<file path="src/rtl/crcfr_pkg.sv">
// Package for the CRC-checked frame receiver: constants, codes and control structs.
package crcfr_pkg;

    localparam int MAX_PAYLOAD = 32;
    localparam int ADDR_W      = $clog2(MAX_PAYLOAD);
    localparam int POS_W       = $clog2(MAX_PAYLOAD + 6);
    localparam int BYTE_W      = 8;
    localparam int CRC_W       = 16;

    localparam logic [CRC_W-1:0] CRC_INIT = 16'hFFFF;
    localparam logic [CRC_W-1:0] CRC_POLY = 16'h1021;

    localparam logic [BYTE_W-1:0] HEADER_FIRST_RST  = 8'hAA;
    localparam logic [BYTE_W-1:0] HEADER_SECOND_RST = 8'h55;

    localparam logic REG_HEADER_FIRST  = 1'b0;
    localparam logic REG_HEADER_SECOND = 1'b1;

    localparam logic [1:0] KIND_PAYLOAD = 2'd0;
    localparam logic [1:0] KIND_ACK     = 2'd1;
    localparam logic [1:0] KIND_ERROR   = 2'd2;

    localparam logic [1:0] ERR_NONE    = 2'd0;
    localparam logic [1:0] ERR_CRC     = 2'd1;
    localparam logic [1:0] ERR_TRAILER = 2'd2;
    localparam logic [1:0] ERR_LENGTH  = 2'd3;

    typedef struct packed {
        logic accept;
        logic crc_shift;
        logic clear_k;
        logic inc_k;
        logic load_err;
        logic load_item;
    } crcfr_cmd_t;

    typedef struct packed {
        logic ev_crc;
        logic ev_err;
        logic ev_good;
        logic k_last;
        logic can_load;
    } crcfr_status_t;

endpackage

</file>
<file path="src/rtl/crc_checked_frame_receiver_unit.sv">
// Framed byte receiver with CRC-16 (CCITT-FALSE) check.
//
// Input channel: rx_byte with in_valid/in_stall, one received word per accept.
// The receiver hunts for the two header bytes, takes a length (1..32), the
// payload, a little-endian CRC of the payload and a two-byte trailer.
// Output channel: out_kind/out_byte/error_code/last with out_valid/out_stall.
// A good frame yields its payload words then a six-word acknowledgment; a bad
// length, trailer or CRC yields one error word. last marks the final word
// caused by one input word.
// A payload word holds the input after its accept while the bit-serial
// CRC register shifts the byte in; header, length, CRC and trailer words do
// not hold it. An error word holds it until its load; a good frame's final
// trailer word starts emission of len+6 words, each by a payload memory read
// then an output register load, and the input is held until all are loaded.
// A stalled output holds its word; emission waits, and the input stays
// stalled until all words of that input are loaded.
// Reset clears the parser to hunting, restores the header registers to 0xAA
// and 0x55 and empties the output register. Configure only while idle.
module crc_checked_frame_receiver_unit
    import crcfr_pkg::*;
(
    input  logic              clk,
    input  logic              rst_n,
    input  logic              cfg_we,
    input  logic              cfg_index,
    input  logic [BYTE_W-1:0] cfg_data,
    input  logic              in_valid,
    output logic              in_stall,
    input  logic [BYTE_W-1:0] rx_byte,
    output logic              out_valid,
    input  logic              out_stall,
    output logic [1:0]        out_kind,
    output logic [BYTE_W-1:0] out_byte,
    output logic [1:0]        error_code,
    output logic              last
);

    crcfr_cmd_t    cmd;
    crcfr_status_t status;

    crcfr_ctrl u_ctrl (
        .clk      (clk),
        .rst_n    (rst_n),
        .in_valid (in_valid),
        .in_stall (in_stall),
        .status   (status),
        .cmd      (cmd)
    );

    crcfr_dp u_dp (
        .clk        (clk),
        .rst_n      (rst_n),
        .cfg_we     (cfg_we),
        .cfg_index  (cfg_index),
        .cfg_data   (cfg_data),
        .rx_byte    (rx_byte),
        .out_valid  (out_valid),
        .out_stall  (out_stall),
        .out_kind   (out_kind),
        .out_byte   (out_byte),
        .error_code (error_code),
        .last       (last),
        .cmd        (cmd),
        .status     (status)
    );

endmodule

</file>
<file path="src/rtl/crcfr_ctrl.sv">
// Controller: sequences word accept, bit-serial CRC, and result emission.
module crcfr_ctrl
    import crcfr_pkg::*;
(
    input  logic          clk,
    input  logic          rst_n,
    input  logic          in_valid,
    output logic          in_stall,
    input  crcfr_status_t status,
    output crcfr_cmd_t    cmd
);

    typedef enum logic [2:0] {
        S_IDLE,
        S_CRC,
        S_ERR,
        S_READ,
        S_LOAD
    } state_t;

    state_t      state_reg, state_next;
    logic [2:0]  cnt_reg, cnt_next;

    always_comb
    begin
        state_next = state_reg;
        cnt_next   = cnt_reg;
        cmd        = '0;
        case (state_reg)
            S_IDLE:
            begin
                if (in_valid)
                begin
                    cmd.accept = 1'b1;
                    if (status.ev_crc)
                    begin
                        state_next = S_CRC;
                        cnt_next   = 3'd7;
                    end
                    else if (status.ev_err)
                    begin
                        state_next = S_ERR;
                    end
                    else if (status.ev_good)
                    begin
                        cmd.clear_k = 1'b1;
                        state_next  = S_READ;
                    end
                end
            end
            S_CRC:
            begin
                cmd.crc_shift = 1'b1;
                if (cnt_reg == 3'd0)
                    state_next = S_IDLE;
                else
                    cnt_next = cnt_reg - 3'd1;
            end
            S_ERR:
            begin
                if (status.can_load)
                begin
                    cmd.load_err = 1'b1;
                    state_next   = S_IDLE;
                end
            end
            S_READ:
            begin
                state_next = S_LOAD;
            end
            S_LOAD:
            begin
                if (status.can_load)
                begin
                    cmd.load_item = 1'b1;
                    if (status.k_last)
                    begin
                        state_next = S_IDLE;
                    end
                    else
                    begin
                        cmd.inc_k  = 1'b1;
                        state_next = S_READ;
                    end
                end
            end
            default:
            begin
                state_next = S_IDLE;
            end
        endcase
    end

    assign in_stall = (state_reg != S_IDLE);

    always_ff @(posedge clk or negedge rst_n)
    begin
        if (!rst_n)
        begin
            state_reg <= S_IDLE;
            cnt_reg   <= 3'd0;
        end
        else
        begin
            state_reg <= state_next;
            cnt_reg   <= cnt_next;
        end
    end

endmodule

</file>
<file path="src/rtl/crcfr_dp.sv">
// Datapath: frame parsing registers, payload memory, CRC register and output register.
module crcfr_dp
    import crcfr_pkg::*;
(
    input  logic               clk,
    input  logic               rst_n,
    input  logic               cfg_we,
    input  logic               cfg_index,
    input  logic [BYTE_W-1:0]  cfg_data,
    input  logic [BYTE_W-1:0]  rx_byte,
    output logic               out_valid,
    input  logic               out_stall,
    output logic [1:0]         out_kind,
    output logic [BYTE_W-1:0]  out_byte,
    output logic [1:0]         error_code,
    output logic               last,
    input  crcfr_cmd_t         cmd,
    output crcfr_status_t      status
);

    typedef enum logic [1:0] {
        PH_FIRST,
        PH_SECOND,
        PH_LENGTH,
        PH_BODY
    } phase_t;

    logic [BYTE_W-1:0] hdr_first_reg, hdr_second_reg;
    phase_t            phase_reg, phase_next;
    logic [POS_W-1:0]  pos_reg, pos_next;
    logic [BYTE_W-1:0] len_reg, len_next;
    logic [CRC_W-1:0]  crc_reg, crc_next;
    logic [CRC_W-1:0]  rcrc_reg, rcrc_next;
    logic [1:0]        err_reg, err_next;
    logic [POS_W-1:0]  k_reg;
    logic              mem_we;
    logic [BYTE_W-1:0] mem [MAX_PAYLOAD];
    logic [ADDR_W-1:0] rd_addr;
    logic [BYTE_W-1:0] rd_data_reg;
    logic              out_valid_reg;
    logic [1:0]        out_kind_reg, out_err_reg;
    logic [BYTE_W-1:0] out_byte_reg;
    logic              out_last_reg;
    logic [8:0]        pos_w, len_w, k_w;
    logic              ev_crc, ev_err, ev_good;

    assign pos_w = 9'(pos_reg);
    assign len_w = 9'(len_reg);
    assign k_w   = 9'(k_reg);

    always_comb
    begin
        phase_next = phase_reg;
        pos_next   = pos_reg;
        len_next   = len_reg;
        crc_next   = crc_reg;
        rcrc_next  = rcrc_reg;
        err_next   = err_reg;
        mem_we     = 1'b0;
        ev_crc     = 1'b0;
        ev_err     = 1'b0;
        ev_good    = 1'b0;
        case (phase_reg)
            PH_FIRST:
            begin
                if (rx_byte == hdr_first_reg)
                    phase_next = PH_SECOND;
            end
            PH_SECOND:
            begin
                pos_next   = '0;
                phase_next = (rx_byte == hdr_second_reg) ? PH_LENGTH : PH_FIRST;
            end
            PH_LENGTH:
            begin
                pos_next = '0;
                if (rx_byte == '0 || rx_byte > BYTE_W'(MAX_PAYLOAD))
                begin
                    ev_err     = 1'b1;
                    err_next   = ERR_LENGTH;
                    phase_next = PH_FIRST;
                end
                else
                begin
                    len_next   = rx_byte;
                    crc_next   = CRC_INIT;
                    rcrc_next  = '0;
                    phase_next = PH_BODY;
                end
            end
            PH_BODY:
            begin
                pos_next = pos_reg + 1'b1;
                if (pos_w < len_w)
                begin
                    mem_we   = 1'b1;
                    ev_crc   = 1'b1;
                    crc_next = crc_reg ^ {rx_byte, 8'h00};
                end
                else if (pos_w == len_w)
                begin
                    rcrc_next = {8'h00, rx_byte};
                end
                else if (pos_w == len_w + 9'd1)
                begin
                    rcrc_next = {rx_byte, rcrc_reg[7:0]};
                end
                else if (pos_w == len_w + 9'd2)
                begin
                    if (rx_byte != hdr_first_reg)
                    begin
                        ev_err     = 1'b1;
                        err_next   = ERR_TRAILER;
                        phase_next = PH_FIRST;
                        pos_next   = '0;
                    end
                end
                else
                begin
                    phase_next = PH_FIRST;
                    pos_next   = '0;
                    if (pos_w == len_w + 9'd3)
                    begin
                        if (rx_byte != hdr_second_reg)
                        begin
                            ev_err   = 1'b1;
                            err_next = ERR_TRAILER;
                        end
                        else if (crc_reg != rcrc_reg)
                        begin
                            ev_err   = 1'b1;
                            err_next = ERR_CRC;
                        end
                        else
                        begin
                            ev_good = 1'b1;
                        end
                    end
                end
            end
            default:
            begin
                phase_next = PH_FIRST;
            end
        endcase
    end

    always_ff @(posedge clk or negedge rst_n)
    begin
        if (!rst_n)
        begin
            hdr_first_reg  <= HEADER_FIRST_RST;
            hdr_second_reg <= HEADER_SECOND_RST;
            phase_reg      <= PH_FIRST;
            pos_reg        <= '0;
            len_reg        <= '0;
            crc_reg        <= CRC_INIT;
            rcrc_reg       <= '0;
            err_reg        <= ERR_NONE;
            k_reg          <= '0;
            out_valid_reg  <= 1'b0;
        end
        else
        begin
            if (cfg_we)
            begin
                if (cfg_index == REG_HEADER_FIRST)
                    hdr_first_reg <= cfg_data;
                else
                    hdr_second_reg <= cfg_data;
            end
            if (cmd.accept)
            begin
                phase_reg <= phase_next;
                pos_reg   <= pos_next;
                len_reg   <= len_next;
                crc_reg   <= crc_next;
                rcrc_reg  <= rcrc_next;
                err_reg   <= err_next;
            end
            else if (cmd.crc_shift)
            begin
                crc_reg <= crc_reg[CRC_W-1] ? ({crc_reg[CRC_W-2:0], 1'b0} ^ CRC_POLY)
                                            : {crc_reg[CRC_W-2:0], 1'b0};
            end
            if (cmd.clear_k)
                k_reg <= '0;
            else if (cmd.inc_k)
                k_reg <= k_reg + 1'b1;
            if (cmd.load_err || cmd.load_item)
                out_valid_reg <= 1'b1;
            else if (!out_stall)
                out_valid_reg <= 1'b0;
        end
    end

    // k < len: payload; len+2: p0; otherwise p1
    always_comb
    begin
        if (k_w < len_w)
            rd_addr = k_reg[ADDR_W-1:0];
        else if (k_w == len_w + 9'd2)
            rd_addr = '0;
        else
            rd_addr = ADDR_W'(1);
    end

    always_ff @(posedge clk)
    begin
        if (cmd.accept && mem_we)
            mem[pos_reg[ADDR_W-1:0]] <= rx_byte;
        rd_data_reg <= mem[rd_addr];
    end

    always_ff @(posedge clk)
    begin
        if (cmd.load_err)
        begin
            out_kind_reg <= KIND_ERROR;
            out_byte_reg <= '0;
            out_err_reg  <= err_reg;
            out_last_reg <= 1'b1;
        end
        else if (cmd.load_item)
        begin
            out_err_reg  <= ERR_NONE;
            out_last_reg <= status.k_last;
            if (k_w < len_w)
            begin
                out_kind_reg <= KIND_PAYLOAD;
                out_byte_reg <= rd_data_reg;
            end
            else
            begin
                out_kind_reg <= KIND_ACK;
                if (k_w == len_w || k_w == len_w + 9'd4)
                    out_byte_reg <= hdr_first_reg;
                else if (k_w == len_w + 9'd1 || k_w == len_w + 9'd5)
                    out_byte_reg <= hdr_second_reg;
                else if (k_w == len_w + 9'd2)
                    out_byte_reg <= rd_data_reg;
                else
                    out_byte_reg <= (len_reg >= 8'd2) ? rd_data_reg : '0;
            end
        end
    end

    assign status.ev_crc   = ev_crc;
    assign status.ev_err   = ev_err;
    assign status.ev_good  = ev_good;
    assign status.k_last   = (k_w == len_w + 9'd5);
    assign status.can_load = !out_valid_reg || !out_stall;

    assign out_valid  = out_valid_reg;
    assign out_kind   = out_kind_reg;
    assign out_byte   = out_byte_reg;
    assign error_code = out_err_reg;
    assign last       = out_last_reg;

endmodule
</file>
<file path="config.mk">
export PLATFORM = sky130hd
export DESIGN_NAME = crc_checked_frame_receiver_unit
export DESIGN_NICKNAME = d
export VERILOG_FILES = /design/src/rtl/crcfr_pkg.sv /design/src/rtl/crc_checked_frame_receiver_unit.sv /design/src/rtl/crcfr_ctrl.sv /design/src/rtl/crcfr_dp.sv
export SDC_FILE = /design/constraint.sdc
export NUM_CORES = 1
export LEC_CHECK = 0
export BUFFER_PORTS_ARGS = -buffer_cell sky130_fd_sc_hd__buf_4
export CAP_MARGIN = 40
export CORE_MARGIN = 2
export CORE_UTILIZATION = 65
export DETAILED_ROUTE_END_ITERATION = 10
export HOLD_SLACK_MARGIN = 0.02
export PLACE_DENSITY = 0.87
export RECOVER_POWER = 25
export SKIP_CTS_REPAIR_TIMING = 1
export SLEW_MARGIN = 20
export SYNTH_ARGS = -nofsm -noshare
export SYNTH_HDL_FRONTEND = slang
export SYNTH_SLANG_ARGS = --single-unit
</file>
<file path="constraint.sdc">
create_clock -name clk -period 4.8 [get_ports clk]
set_input_delay 0.96 -clock clk [delete_from_list [all_inputs] [get_ports clk]]
set_output_delay 0.96 -clock clk [all_outputs]
set_load 0.02 [all_outputs]
</file>
# Word level (Yosys, flattened, before mapping)
# Memories as Yosys holds them, arrays and structs flattened. A register that Yosys moved wholly into a read port is not among the register bits.
# Index checks and enable logic that the tools add are counted.
[word_totals]
reg_bits = 92
ram_bits = 256
inputBits = 22
out_inout_bits = 15
word_cells = 207
memories = 1
[op_classes]
n_addsub = 8
order_cmp = 4
eq_ne = 43
mux = 99
bitwise = 4
reduce_logical = 31
[mem_list]
columns = ["memory", "depth", "width", "rd", "rd_clocked_by_memory_dff", "write_ports", "line", "source"]
rows = [
  ["u_dp.mem", 32, 8, 1, 1, 1, "crcfr_dp.sv:37", "logic [BYTE_W-1:0] mem [MAX_PAYLOAD];"],
]
[ops]
columns = ["cell", "n"]
rows = [
  ["$mux W16", 8],
  ["$pmux W16 S2", 2],
  ["$eq A6 B9 Y1", 7],
  ["$mux W6", 7],
  ["$mux W2", 20],
  ["$mux W8", 5],
  ["$mux W1", 39],
  ["$mux W3", 10],
  ["$add A8 B2 Y9 const B", 2],
  ["$add A8 B3 Y9 const B", 2],
  ["$eq A6 B8 Y1", 2],
  ["$eq A8 B8 Y1", 2],
  ["$lt A6 B8 Y1", 2],
  ["$ne A16 B16 Y1", 1],
  ["$ne A2 B2 Y1 const B", 8],
  ["$ne A8 B8 Y1", 2],
  ["$xor A16 B16 Y16", 1],
  ["$pmux W3 S5", 1],
  ["$reduce_and A5 Y1", 3],
  ["$mux W13", 1],
  ["$add A6 B1 Y6 const B", 2],
  ["$ne A2 B1 Y1 const B", 6],
  ["$ne A3 B3 Y1 const B", 4],
  ["$pmux W6 S2", 1],
  ["32 further kinds", 51],
]

# Depth between registers and ports, before layout
# Gate-level depths: netlist of the first run.
[depth]
depth_word = 15
depth_mapped = 14

# Modules after synthesis
# From an unflattened synthesis of the first run, not the netlist that was laid out.
[unflattened]
hier_cells = 1284
area_unflattened_um2 = 16752.3
[by_module_without_submodules]
columns = ["mod", "n_inst", "cells_per_inst", "area_each_um2"]
rows = [
  ["crcfr_dp", 1, 1239, 16318.2],
  ["crcfr_ctrl", 1, 45, 434.2],
]

# Worst setup path before layout of the first run
# No wires, ideal clock.
[synth_path]
kind = "in2reg"
start = "input rx_byte[1]"
end = "register u_dp.crc_reg[5]"
setup_time_ns = 0.080
t_arrival_ns = 2.906
t_required_ns = 4.720
path_slack_ns = 1.814
stages = 10
path_buffers = 2
cell_sequence = "clkbuf_1 -> or4_1 -> or3_1 -> nand3_1 -> nor2_2 -> a21oi_1 -> o21ai_2 -> and2_1 -> buf_2 -> o22a_1"
[synth_between]
elab_chain_cells = 4
word_cells_on_any_way = 5
cone_classes = "order compare (1); eq/ne (1); reduce/logical (3)"
[synth_lines]
columns = ["item", "line", "source"]
rows = [
  ["start, declared", "crc_checked_frame_receiver_unit.sv:29", "input logic [BYTE_W-1:0] rx_byte,"],
  ["$gt A8 B6 Y1 or $logic_not A8 Y1 (tied branches)", "crcfr_dp.sv:77", "if (rx_byte == '0 || rx_byte > BYTE_W'(MAX_PAYLOAD))"],
  ["$logic_or A1 B1 Y1 (*)", "crcfr_dp.sv:77", ""],
  ["$ne A3 B3 Y1 (no source line) (*)", "--", ""],
  ["$reduce_and A4 Y1 (no source line) (*)", "--", ""],
  ["end signal, assigned", "crcfr_dp.sv:177", "crc_reg <= crc_next;"],
  ["end signal, assigned", "crcfr_dp.sv:183", "crc_reg <= crc_reg[CRC_W-1] ? ({crc_reg[CRC_W-2:0], 1'b0} ^ CRC_POLY)"],
  ["end, declared", "crcfr_dp.sv:32", "logic [CRC_W-1:0] crc_reg, crc_next;"],
]
# Every way passes the cells marked *; elsewhere a longest branch is shown, timed or not.
# A chain may end at the register's enable or synchronous reset.

# Worst setup path in the final report of the first run
[layout_path]
start = "input rx_byte[1]"
end = "register u_dp.k_reg[0]"
[layout_between]
elab_chain_cells = 14
word_cells_on_any_way = 28
cone_classes = "order compare (1); eq/ne (2); mux (22); reduce/logical (3)"
[layout_lines]
columns = ["item", "line", "source"]
rows = [
  ["$ne A8 B8 Y1", "crcfr_dp.sv:124", "if (rx_byte != hdr_second_reg)"],
  ["$mux W1", "crcfr_dp.sv:124", ""],
  ["$mux W1", "crcfr_dp.sv:122", "if (pos_w == len_w + 9'd3)"],
  ["$mux W1", "crcfr_dp.sv:108", "else if (pos_w == len_w + 9'd2)"],
  ["$mux W1", "crcfr_dp.sv:104", "else if (pos_w == len_w + 9'd1)"],
  ["$mux W1", "crcfr_dp.sv:100", "else if (pos_w == len_w)"],
  ["$mux W1", "crcfr_dp.sv:94", "if (pos_w < len_w)"],
  ["$mux W1", "crcfr_dp.sv:63", "case (phase_reg)"],
  ["$mux W1", "crcfr_ctrl.sv:44", "else if (status.ev_good)"],
  ["$mux W1 (*)", "crcfr_ctrl.sv:40", "else if (status.ev_err)"],
  ["$mux W1 (*)", "crcfr_ctrl.sv:35", "if (status.ev_crc)"],
  ["$mux W1 (*)", "crcfr_ctrl.sv:32", "if (in_valid)"],
  ["$mux W1 (*)", "crcfr_ctrl.sv:29", "case (state_reg)"],
  ["$mux W6 or $reduce_bool A2 Y1 (tied branches)", "--", ""],
  ["end signal, assigned", "crcfr_dp.sv:189", "k_reg <= k_reg + 1'b1;"],
  ["end, declared", "crcfr_dp.sv:35", "logic [POS_W-1:0] k_reg;"],
]
# Marks and branches as above.

==> results.md, run 1 <==
- Status: finished with violations
- Failing checks: capacitance limit, slew limit
- Antenna Nets Post-Route: 0
- DR iter-0 viols: 1692
- EDFF count, synth: ~260
- Die X-Extent: ~160 um
- Gr ovfl total: 0
- Mapped Area: approximately 16000 sq um
- Residual DRC: 0
- Share of layout cells above drive strength 1: 0.137
- WP buf/inv: 1
- Worst Setup Path Type: input port to flip-flop
- TNS Setup: 0 ns
- Synth area leaders: edfxtp_1 (47%), dfrtp_1 (8.3%), dfstp_2 (3.8%), mux4_2 (3.0%), mux2i_1 (3.0%)
- WP data arrival: 4.57 ns
- Final Net Count: approximately 1300
- Drt total wl: around 43000 um
- Initial antenna violation count: 0
- CP top delay family: simple AND/OR/NAND/NOR gates
- Die ar.: ~27000 sq um
- CTS tree: yes
- Clock Tree Root: clkbuf_16
- Vias: 11600
- Synth top area share: 0.470
- Synthesis-to-layout area growth: 9.87%
- Synth cell types: 75
- Diodes inserted: 0
- Crit path cell chain: clkbuf_1 -> xnor2_1 -> nand4_1 -> nor2_1 -> o311ai_0 -> nor4_1 -> and3_1 -> nor2_1
- # setup viols final: 0
- Estimated wirelength of the detail-placed design: approximately 27000 um
- Critical path peak fanout: 40
- Clk slew on worst S/H paths: approximately 0.06 ns
- TritonCTS sink count: ~360
- Routed len/inst: 26.0 um
- Final min period: ~4.2 ns
- Most frequent cell on the critical path: nor2_1
- FF-to-FF Start: u_ctrl.state_reg[2]
- Post-synth top area cell: edfxtp_1
- Final period utilization: 0.870
- First-pass GRT wire length: 65200 um
- Syn Area/Cell: around 13 sq um
- Final setup margin: 0.623 ns
- FF-to-FF End: u_dp.mem[20][7]
- Max-cap violations: 4
- Worst Hold Path EP: u_dp.out_byte[0]
- Core ar.: between 20000 and 30000 sq um
- Global router's overall resource usage: 0.328
- Endpoint class of the critical path: flip-flop
- CP required: 5.19 ns
- Number of synthesized register bits: about 360
- Final hold violations: 0
- RSZ-0062 raised after global routing: false
- I/O pins: 37
- RePlAce Congestion: around 0.94
- Port Buffer Count: 36
- Least-Margin Pin Slew: about 2.2 ns
- DP Worst Slack: 1.18 ns
- Largest net degree at the start of global routing: 65
- Hold depth: 1
- First drt pass iteration count: 6
- Leakage: 6.42 nW
- R2R depth: 7
- Final instance area: 18100 sq um
- Core Util, Final: 0.724
- Final-layout fill cell count: 1512
- Most common cell after layout, fill and taps aside: edfxtp_1
- FMAX: 239 MHz
- CP max stage delay: ~1.5 ns
- Post-Syn Instances: between 1000 and 1500
- Peak supply drop: approximately 0.66 mV
- Reg2Reg Setup Slack: 0.99 ns
- Placement Cell Area: approximately 17000 sq um
- Clk_skew: 0.0268 ns
- CTS buffer count: 35
- CP Launch Type: input port
- Min-Delay Startpoint: u_dp.out_byte[0]
- CP max stage cell: clkbuf_1
- Async SR Flop Fraction: 0.222
- Tot Pwr: approximately 8.6 mW
- Clock tree buffer depth: 3
- Commonest non-fill, non-tap cells in the layout: edfxtp_1 (258), nor2_1 (110), nand2_1 (68)
- Slew Limit Headroom: -0.448
- CTS HTree Levels: 2
- Avg Vias per Cell: 7.01
- Initial Util: 0.659
- Slew Limit Fails: around 160
- Power per cell area: between 400 and 500 nW/um^2
- Row cnt: 58
- Sequential area share after synthesis: 0.615
- Skew-Pair Late Insertion Delay: between 0.5 and 0.6 ns
- Syn. warnings: 0
- Synthesized Nets: 1336
- Die span in y: approximately 160 um
- Main synth FF type: edfxtp_1
- Max reg flops: approximately 260
- Number of global-route vias before repair: ~11000
- Worst hold path type: flip-flop to flip-flop
[through the flow]
stage / instances / hold WS [ns]
after floorplan: 1285 / 0.432
after detailed placement: 1587 / 0.480
final: 1650 / 0.505
after CTS: 1649 / 0.413
after global placement: 1583 / 0.458
after global routing: 1650 / 0.519
[cell type report]
cell class / instances / area (sq um) / share of cell area
clock buffers: 48 / 978 / 0.0540
clock inverters: 14 / 124 / 0.00684
inverters: 34 / 128 / 0.00705
multi-input cells: 814 / 5880 / 0.325
flip-flops and latches: 356 / 10100 / 0.560
well taps: 330 / 413 / 0.0228
repair buffers: 54 / 448 / 0.0247
[worst reg2reg max path, stage by stage (launching register included)]
cell and delay (ns):
dfrtp_1 0.54, nor3_1 0.54, and2_1 0.34, nand3_1 0.41, nor2_1 0.22, buf_4 0.24, nand2_1 0.42, nor2_1 0.74
[power breakdown]
part | internal [mW] | switching [mW] | total, mW
Combinational | 0.841 | 1.16 | 2.00
Sequential | 3.57 | 0.308 | 3.88
Clock | 1.54 | 1.14 | 2.68
[cell usage after synthesis, types with 23 or more instances]
cell and n:
nor2_1 110, dfstp_2 24, xnor2_1 38, clkbuf_1 54, nand3_1 32, a22oi_1 37, edfxtp_1 258, nand4_1 23
nand2_1 68, dfrtp_1 55, o21ai_0 56, a21oi_1 45, xor2_1 25, ha_1 29, inv_1 33, mux2i_1 49
[routing by layer]
| layer | track usage | wire length [um] | vias to the layer above |
|---|---|---|---|
| met3 | 0.0754 | 4830 | 181 |
| met5 | 0 | 0 | - |
| met4 | 0.150 | 2170 | 0 |
| met2 | 0.516 | 20100 | 847 |
| li1 | - | - | 4915 |
| met1 | 0.439 | 15800 | 5629 |
[worst max path at each step]
stage                     endpoint       startpoint  slack (ns)  depth (start not counted)
6_report             u_dp.k_reg[0]       rx_byte[1]        0.62                          8
5_1_grt              u_dp.k_reg[0]       rx_byte[1]        0.48                          8
4_1_cts        u_dp.rd_data_reg[6]  u_dp.len_reg[4]        1.12                         10
3_5_place_dp       u_dp.mem[12][3]  u_dp.len_reg[1]        1.18                         10
3_3_place_gp      u_dp.rcrc_reg[1]       rx_byte[1]        1.27                          7
2_1_floorplan      u_dp.crc_reg[5]       rx_byte[1]        1.81                         10
[cell families after synthesis]
| logic type | Yosys count | share of synthesized area |
|---|---|---|
| flip-flops | 356 | 0.615 |
| AND/OR/NAND/NOR | 339 | 0.101 |
| AO/OA/AOI/OAI | 291 | 0.125 |
| buffers and inverters | 115 | 0.0286 |
| multiplexers | 91 | 0.0735 |
| XOR/XNOR | 64 | 0.0351 |
| adder cells (fa/ha/maj) | 29 | 0.0220 |
Power figures use the tool's default switching activity.
==> run 2, diff against run 1 <==
--- a/config.mk
+++ b/config.mk
@@ -13,6 +13,7 @@
 export HOLD_SLACK_MARGIN = 0.02
 export PLACE_DENSITY = 0.87
 export RECOVER_POWER = 25
+export REMOVE_ABC_BUFFERS = 1
 export SKIP_CTS_REPAIR_TIMING = 1
 export SLEW_MARGIN = 20
 export SYNTH_ARGS = -nofsm -noshare
==> run 2 against run 1 <==
The flow still finishes with violations (capacitance limit, slew limit). Combinational power fell by 3%. Final cell count rose by 0.55%. Final area is 0.54% higher. Count of clock-buffer cells in the layout increased by 2. Wire length up 0.55%. Critical path depth is 2 higher. Critical path type is now flip-flop to flip-flop. Critical endpoint is now u_dp.mem[9][4].
==> results.md, run 2 (synthesized netlist as in run 1, its figures left out) <==
- Area occupied by multi-input gates: 5880 sq um
- Residual DRC: 0
- Leakage: approximately 6.5 nW
- TNS Setup: 0 ns
- Diodes inserted: 0
- Avg Vias per Cell: a little under 7
- Clk_skew: 0.0250 ns
- Initial Util: 0.659
- Worst Setup Path Type: flip-flop to flip-flop
- Core ar.: 25000 sq um
- Largest net degree at the start of global routing: 63
- Max-cap violations: 3
- M3 GR Usage: 0.0805
- Number of global-route vias before repair: 11100
- Seq. cell area: about 10000 sq um
- First drt pass iteration count: 6
- I/O pins: 37
- Min-Delay Startpoint: u_dp.rd_data_reg[7]
- Port Buffer Count: 36
- Final period utilization: 0.796
- Drt total wl: between 40000 and 50000 um
- TritonCTS sink count: roughly 360
- WP buf/inv: 2
- Power per cell area: 480 nW/um^2
- Most common cell after layout, fill and taps aside: edfxtp_1
- Global router's overall resource usage: 0.331
- Busiest layer in global routing: met2
- Endpoint class of the critical path: flip-flop
- Worst Hold Path EP: u_dp.out_byte[7]
- Reg2Reg Setup Slack: around 1 ns
- Final-layout fill cell count: 1593
- Die X-Extent: 163 um
- Row cnt: 58
- RSZ-0062 raised after global routing: false
- CP max stage delay: around 0.73 ns
- CTS tree: yes
- Vias: roughly 12000
- Peak supply drop: 0.313 mV
- Met1 usage: 0.467
- Die ar.: between 20000 and 30000 sq um
- GR Util met2: 0.516
- Antenna Nets Post-Route: 0
- Slew Limit Fails: 94
- Clock tree buffer depth: 3
- FMAX: around 260 MHz
- Status: finished with violations
- FF-to-FF End: u_dp.mem[9][4]
- Commonest non-fill, non-tap cells in the layout: edfxtp_1 (258), nor2_1 (110), nand2_1 (68)
- Slew Limit Headroom: -0.358
- CTS HTree Levels: 2
- Synthesis-to-layout area growth: 10.5%
- Final Net Count: about 1400
- Gr ovfl total: 0
- First-pass GRT wire length: about 66000 um
- Initial antenna violation count: 0
- CP Launch Type: flip-flop
- Hold depth: 1
- Share of layout cells above drive strength 1: 0.138
- Estimated wirelength of the detail-placed design: about 28000 um
- CP required: 4.95 ns
- Skew-Pair Late Insertion Delay: 0.53 ns
- FF-to-FF Start: u_dp.len_reg[1]
- Most frequent cell on the critical path: o21a_1
- Clock Tree Root: clkbuf_16
- Least-Margin Pin Slew: about 2.0 ns
- Core Util, Final: 0.727
- Crit path cell chain: inv_1 -> ha_1 -> nor2b_1 -> o21a_1 -> o21a_1 -> o21a_1 -> nor2_1 -> buf_4 -> nand2_1 -> nor2_1
- CTS buffer count: 36
- # setup viols final: 0
- Final min period: ~3.8 ns
- RePlAce Congestion: about 1
- Failing checks: capacitance limit, slew limit
- Routed len/inst: around 26 um
- CP top delay family: simple AND/OR/NAND/NOR gates
- Final hold violations: 0
- Critical path peak fanout: 13
- R2R depth: 10
- Clk slew on worst S/H paths: 0.06 ns
- WP data arrival: approximately 4 ns
- Max reg flops: about 260
- Die span in y: between 150 and 200 um
- CP max stage cell: nor2_1
- Worst hold path type: flip-flop to flip-flop
- DR iter-0 viols: roughly 1800
[run 2: cell count changes in the layout (fill, tap and decap cells not counted), sizes merged]
cell	before	now
clkbuf	53	61
buf	49	48
inv	36	35
bufinv	2	5
[run 2: worst max path at each step]
stage / from / end / slack (ns) / cells after the start
5_1_grt: u_dp.len_reg[1] / u_dp.mem[6][4] / 0.81 / 10
6_report: u_dp.len_reg[1] / u_dp.mem[9][4] / 0.98 / 10
3_3_place_gp: u_dp.len_reg[1] / u_dp.mem[10][4] / 1.24 / 10
2_1_floorplan: u_dp.k_reg[0] / u_dp.rd_data_reg[0] / -1.61 / 9
4_1_cts: u_dp.len_reg[1] / u_dp.mem[9][2] / 1.02 / 10
3_5_place_dp: u_dp.len_reg[1] / u_dp.mem[9][3] / 1.05 / 10
[run 2: area by class of cell]
cell class                 count  area share
clock buffer                  50      0.0558
sequential                   356       0.557
timing repair buffer          59      0.0227
inverter                      34     0.00701
clock inverter                16      0.0120
multi-input combinational    814       0.323
tap                          330      0.0227
[run 2: metrics by stage]
stage	hold slack, ns	cells	cell area [sq um]	setup WS (ns)	power, mW
global placement	0.449	1589	17000	1.24	5.75
CTS	0.394	1658	18200	1.02	8.72
global route	0.469	1659	18200	0.809	9.04
finish	0.475	1659	18200	0.980	8.75
floorplan	0.432	1204	16100	-1.61	5.18
detailed placement	0.450	1592	17000	1.05	5.84
[run 2: worst reg2reg max path, delay by kind of cell, from the launching register on]
kind	cells	cell delay, ns
flip-flops	1	0.58
buffers and inverters	2	0.46
AND/OR/NAND/NOR	4	1.42
AO/OA/AOI/OAI	3	0.62
adder cells (fa/ha/maj)	1	0.38
[run 2: metal layers]
layer,share of wire,up-vias
li1,-,4927
met1,0.38,5714
met2,0.47,785
met3,0.12,113
met4,0.031,0
met5,0,-
[run 2: power by group]
group | switching, mW | internal, mW
registers | 0.310 | 3.57
logic | 1.14 | 0.817
clock network | 1.16 | 1.76
